### src/hdl/bacr_pkg.sv
// Shared types, constants and the fixed palette for the bitmap/attribute cell renderer.
// Used by the controller, the datapath and the top level; depends on nothing else.
package bacr_pkg;

    // Screen store geometry.
    localparam int StoreDepth   = 6912;
    localparam int AddrW        = 13;
    localparam int DisplayLines = 192;
    localparam logic [AddrW-1:0] AttrBase  = 13'h1800;
    localparam logic [AddrW-1:0] StoreLast = 13'(StoreDepth - 1);

    // Item operation codes.
    typedef enum logic {
        OP_WRITE  = 1'b0,
        OP_RENDER = 1'b1
    } op_t;

    // Commands from the controller to the datapath.
    typedef struct packed {
        logic clr_en;   // clearing pass: write zero at the sweep address
        logic wr_en;    // write beat accepted this cycle
        logic cap_en;   // capture line and column of an accepted beat
        logic rd_attr;  // read address selects the attribute byte
        logic pix_ld;   // load the bitmap byte from the read data
        logic attr_ld;  // load the attribute byte from the read data
        logic bit_clr;  // restart the pixel counter
        logic bit_inc;  // advance to the next pixel
    } cmd_t;

    // Status from the datapath to the controller.
    typedef struct packed {
        logic clr_last; // sweep address is at the last entry
        logic line_ok;  // input line lies on the display
        logic bit_last; // current pixel is the eighth of the row
    } status_t;

    // Fixed 16-entry palette, returned as {red, green, blue}.
    function automatic logic [23:0] palette_rgb(input logic [3:0] idx);
        logic [23:0] rgb;
        unique case (idx)
            4'd0:  rgb = {8'd0,   8'd0,   8'd0};
            4'd1:  rgb = {8'd1,   8'd0,   8'd206};
            4'd2:  rgb = {8'd207, 8'd1,   8'd0};
            4'd3:  rgb = {8'd207, 8'd1,   8'd206};
            4'd4:  rgb = {8'd0,   8'd207, 8'd21};
            4'd5:  rgb = {8'd1,   8'd207, 8'd207};
            4'd6:  rgb = {8'd207, 8'd207, 8'd21};
            4'd7:  rgb = {8'd207, 8'd207, 8'd207};
            4'd8:  rgb = {8'd0,   8'd0,   8'd0};
            4'd9:  rgb = {8'd2,   8'd0,   8'd253};
            4'd10: rgb = {8'd255, 8'd2,   8'd1};
            4'd11: rgb = {8'd255, 8'd2,   8'd253};
            4'd12: rgb = {8'd0,   8'd255, 8'd28};
            4'd13: rgb = {8'd2,   8'd255, 8'd255};
            4'd14: rgb = {8'd255, 8'd241, 8'd29};
            4'd15: rgb = {8'd255, 8'd255, 8'd255};
            default: rgb = 24'd0;
        endcase
        return rgb;
    endfunction

endpackage

### src/hdl/bacr_ctrl.sv
// Controller state machine: clearing pass, beat acceptance, read sequence and pixel output.
// Depends on bacr_pkg for the command and status types.
module bacr_ctrl (
    input  logic              aclk,
    input  logic              aresetn,
    input  logic              s_valid,
    input  logic              s_op,
    output logic              s_ready,
    output logic              m_valid,
    input  logic              m_ready,
    input  bacr_pkg::status_t status,
    output bacr_pkg::cmd_t    cmd
);

    typedef enum logic [2:0] {
        ST_CLEAR,
        ST_IDLE,
        ST_RD_BMP,
        ST_RD_ATTR,
        ST_LOAD,
        ST_EMIT
    } state_t;

    state_t state_reg;
    logic   s_ready_reg;
    logic   m_valid_reg;
    logic   in_beat;
    logic   is_render;

    assign in_beat   = s_valid && s_ready_reg;
    assign is_render = (bacr_pkg::op_t'(s_op) == bacr_pkg::OP_RENDER);

    // State and registered handshake outputs.
    always_ff @(posedge aclk) begin
        if (!aresetn) begin
            state_reg   <= ST_CLEAR;
            s_ready_reg <= 1'b0;
            m_valid_reg <= 1'b0;
        end else begin
            unique case (state_reg)
                ST_CLEAR: begin
                    if (status.clr_last) begin
                        state_reg   <= ST_IDLE;
                        s_ready_reg <= 1'b1;
                    end
                end
                ST_IDLE: begin
                    if (in_beat && is_render && status.line_ok) begin
                        state_reg   <= ST_RD_BMP;
                        s_ready_reg <= 1'b0;
                    end
                end
                ST_RD_BMP: begin
                    state_reg <= ST_RD_ATTR;
                end
                ST_RD_ATTR: begin
                    state_reg <= ST_LOAD;
                end
                ST_LOAD: begin
                    state_reg   <= ST_EMIT;
                    m_valid_reg <= 1'b1;
                end
                ST_EMIT: begin
                    if (m_ready && status.bit_last) begin
                        state_reg   <= ST_IDLE;
                        m_valid_reg <= 1'b0;
                        s_ready_reg <= 1'b1;
                    end
                end
                default: begin
                    state_reg <= ST_CLEAR;
                end
            endcase
        end
    end

    // Datapath commands decoded from the state.
    always_comb begin
        cmd         = '0;
        cmd.clr_en  = (state_reg == ST_CLEAR);
        cmd.wr_en   = (state_reg == ST_IDLE) && in_beat && !is_render;
        cmd.cap_en  = (state_reg == ST_IDLE) && in_beat;
        cmd.rd_attr = (state_reg == ST_RD_ATTR);
        cmd.pix_ld  = (state_reg == ST_RD_ATTR);
        cmd.attr_ld = (state_reg == ST_LOAD);
        cmd.bit_clr = (state_reg == ST_LOAD);
        cmd.bit_inc = (state_reg == ST_EMIT) && m_ready;
    end

    assign s_ready = s_ready_reg;
    assign m_valid = m_valid_reg;

endmodule

### config.mk
export PLATFORM = sky130hd
export DESIGN_NAME = bacr_ctrl
export DESIGN_NICKNAME = d
export VERILOG_FILES = /design/src/hdl/bacr_pkg.sv /design/src/hdl/bacr_ctrl.sv
export SDC_FILE = /design/constraint.sdc
export NUM_CORES = 1
export LEC_CHECK = 0
export ABC_AREA = 1
export ABC_CLOCK_PERIOD_IN_PS = 900
export BUFFER_PORTS_ARGS = -buffer_cell sky130_fd_sc_hd__buf_2
export CORE_AREA = 2 2 39 41
export CTS_CLUSTER_SIZE = 8
export DETAILED_ROUTE_END_ITERATION = 6
export DIE_AREA = 0 0 41 43
export PLACE_DENSITY = 0.51
export SYNTH_ARGS = -nofsm -noshare
export SYNTH_HDL_FRONTEND = slang
export SYNTH_SLANG_ARGS = --single-unit
### constraint.sdc
create_clock -name aclk -period 0.9 [get_ports aclk]
set_input_delay 0.09 -clock aclk [delete_from_list [all_inputs] [get_ports aclk]]
set_output_delay 0.09 -clock aclk [all_outputs]
set_load 0.005 [all_outputs]
======== Yosys cells after proc, flatten, opt, wreduce, memory -nomap -nowiden ========
Cells that the tools add are included.
W data, S select, Z words.
word-level totals
  input port bits ......................... 8
  output and inout bits ................... 10
  logic and storage cells ................. 35
  bits in registers ....................... 5
operators by class
  equal/unequal tests ..................... 8
  muxes and demuxes ....................... 10
  reductions and logical operators ........ 14
operators with widths
  kind                  number
  $pmux W3 S6           1
  $mux W3               3
  $logic_and A1 B1 Y1   7
  $eq A3 B2 Y1 const B  2
  $eq A3 B3 Y1 const B  2
  $ne A2 B2 Y1 const B  3
  $mux W1               4
  $reduce_and A4 Y1     1
  $eq A3 B1 Y1 const B  1
  $logic_not A3 Y1      1
  $pmux W1 S3           1
  $reduce_and A3 Y1     1
  $reduce_bool A3 Y1    1
  $pmux W1 S2           1
  $reduce_and A2 Y1     1
  $reduce_bool A2 Y1    1
  $logic_not A1 Y1      1

======== Depth between registers and ports, before layout ========
  depth after elaboration ................. 5
  mapped depth ............................ 7
  gate-level depth less buffers ........... 7

======== Worst setup path before layout ========
OpenSTA, ideal clock, no wires.
  path type ............................... reg2reg
  start ................................... register state_reg[2]
  end ..................................... register s_ready_reg (netlist: s_ready)
  data required time ...................... 0.786 ns
  stages on the path, launching flop included .. 7
  setup time .............................. 0.114 ns
  buffers on the path ..................... 0
  data arrival time ....................... 0.871 ns
  slack ................................... -0.084 ns
  cell sequence ........................... dfxtp_1 nor2_2 nand2_2 nor2_1 nand3_1 nand2_1 a21oi_2
between the ends
  cells in the longest elaborated chain, start to end .. 3
ends and longest elaborated chain
  item                                                                 line             RTL
  from (decl)                                                          bacr_ctrl.sv:24  state_t state_reg;
  from (signal assigned)                                               bacr_ctrl.sv:36  state_reg <= ST_CLEAR;
  from (signal assigned)                                               bacr_ctrl.sv:43  state_reg <= ST_IDLE;
  from (signal assigned)                                               bacr_ctrl.sv:49  state_reg <= ST_RD_BMP;
  $eq A3 B3 Y1, or another cell as far along                           bacr_ctrl.sv:40  unique case (state_reg)
  $ne A2 B2 Y1 (no line) / $reduce_bool A3 Y1 (equally long branches)  --
  $reduce_and A4 Y1 (no line)                                          --
  to (signal assigned)                                                 bacr_ctrl.sv:37  s_ready_reg <= 1'b0;
  to (signal assigned)                                                 bacr_ctrl.sv:44  s_ready_reg <= 1'b1;
  to (signal assigned)                                                 bacr_ctrl.sv:50  s_ready_reg <= 1'b0;
  to (decl)                                                            bacr_ctrl.sv:25  logic s_ready_reg;
Several ways; a longest one is shown, not always the timed one.
A chain may end at the register's enable or synchronous reset.

==> results.cfg <==
[hold_path]
hp-class = input port to flop
min_path_cells = 3

[floorplan]
fp.dieArea_um2 = 1760
die_w_um = 41
rows = 14
core_area_um2 = 1380
die_h_um = 43
ios = 18
initial_core_util = 0.249

[yosys]
synth_cell_types = 16
synth_top_area_frac = 0.291
synth_fp_nets = 62
ys_seq_area_frac = 0.291
synth.area.top_cells = dfxtp_1 29%, nand2_1 11%, inv_1 9.8%
synth_edf_count = 0
synth_area_um2 = 344
synth_top_area_cell = dfxtp_1
async_flop_share = 0
synth_area_per_cell_um2 = 6.37
synth_warnings = 0
synth_cells = 54
synthTopCellsByCount = 10 x nand2_1, 9 x inv_1, 7 x nor2_1, 5 x dfxtp_1, 5 x nor2_2
ys_ff_latch = 5
ys.flop_type = dfxtp_1
synth.most_common_cell = nand2_1

[pwr]
power_frac_seq = 0.312
power_frac_comb = 0.415
power.density_nw_per_um2 = 1460
netSwitchingPower_uw = 317
p_sw_frac = 0.339
leakagePower_nw = 0.310
power_uw = 934
intPower_uw = 617
clock_power_share = 0.272
vdd_ir_drop_max_v = 0.000984

[clock_network]
clkLatencyLatePin_ps = 240
numCtsBuffers = 3
clk_pin_slew_ps = 40
clock_path_buffers = 2
ctsHoldBuffers = 0
root_buffer = clkbuf_4
cts_sinks = 5
cts_htree_levels = 1
cts_tree = done

[finish]
largest_reg_flops = 3
layout-drive-gt1-share = 0.691
area_growth_pct = 86.2
nNetsFinal = 90
final_core_util = 0.463
design_area_um2 = 641
instances_no_fill = 97
num_antenna_cells = 0

[routing]
drcViolationCount = 0
wl_um = 848
wire_per_inst_um = 8.74
viasPerCell = 4.14
num_vias = 402
first_pass_iters = 3
dr.first_iter.drc_count = 7
drtAntennaViolNets = 0

[critical_path]
cp-end-kind = output pin
worstSetupStartpointType = flop
critPathMaxFanout = 4
path_class = flop to output pin
cp-endpoint = cmd[5]
crit_arrival_ps = 1040
startpoint = state_reg[1]$_SDFFE_PN0P_
reg2reg_to = s_ready$_SDFFE_PN0P_
r2r_slack_ps = -140
crit_required_ps = 810
ff2ff_path_depth = 7
worstReg2RegStart = state_reg[1]$_SDFFE_PN0P_

[timing]
max-slew-margin-rel = 0.842
max_clock_freq_mhz = 885
hold-worst-slack_ps = 112
hold_viol_final = 0
period_share = 1.25
setup_viol = 13
fin_skew_ps = 1.96
rsz0062_at_grt = true
tightest_slew_ps = 237
setup_ws_ps = -229
period_minus_slack_ps = 1130
slew_viol_final = 0
finalSetupTns_ps = -1940

[placed_design]
portBuffers = 17
hpwl_um = 672
place_ws_ps = -105
gp_congestion = 0.691
post_dp_cell_area_um2 = 494
dpl.cell_count = 89

[global_routing]
antenna_found_initial = 0
overflow = 0
grt_pass1_vias = 377
track_usage = 0.117
grt_pass1_wl_um = 1360
grt_max_degree = 6

[run]
drv_cap = 0

[outcome]
violations = negative setup slack
status = complete, but fails checks
-- area by class of cell --
cell class              instances  area, um^2
fillers                       146         743
repair buffers                 25         166
multi-input cells              37         278
inverters                      10        37.5
clock buffers                   4        26.3
flip-flops and latches          5         113
well taps                      16        20.0
-- power groups by stage --
stage	sequential (mW)	combinational, mW	clock [mW]
6_report	0.291	0.388	0.254
3_3_place_gp	0.285	0.296	0
3_5_place_dp	0.285	0.295	0
2_1_floorplan	0.286	0.189	0
5_1_grt	0.296	0.430	0.286
4_1_cts	0.285	0.357	0.264
-- critical path, cell delays in order, from the launching register on --
cell and delay (ps):
dfxtp_4 360, nor2_4 140, nand2_4 70, nor2_2 120, buf_2 120
-- cell families after synthesis --
logic type | Yosys count | synth area share
compound gates | 5 | 0.0909
flops | 5 | 0.291
buf+inv | 12 | 0.153
simple gates | 32 | 0.465
-- metal layers --
metal | global-route usage | part of all wire | vias to the layer above
met5 | 0 | 0 | -
met4 | 0.0400 | 0 | 0
met3 | 0.0628 | 0.046 | 0
met2 | 0.175 | 0.48 | 8
li1 | - | - | 219
met1 | 0.135 | 0.48 | 175
-- repair_timing --
| action | CTS | global route |
|---|---|---|
| resized for setup | 17 | 7 |
| buffers inserted | 3 | 1 |
| setup endpoints to repair | 13 | 14 |
| pin swaps | 5 | 5 |
-- worst min-delay path by stage --
stage	start	to	slack, ps
floorplan	s_op	cmd[6]	220
global placement	aresetn	s_ready$_SDFFE_PN0P_	370
global route	aresetn	s_ready$_SDFFE_PN0P_	110
detailed placement	aresetn	s_ready$_SDFFE_PN0P_	360
CTS	aresetn	s_ready$_SDFFE_PN0P_	110
finish	aresetn	s_ready$_SDFFE_PN0P_	110
-- layout by cell type (no fill, tap or decap), types with 3 or more instances in the layout --
cell type,instances
inv_1,8
nor2_4,8
buf_4,4
nand2_1,7
clkbuf_4,3
dfxtp_4,3
nor2_1,3
buf_2,16
nand2_2,4
buf_6,5
(Power assumes the default switching activity.)
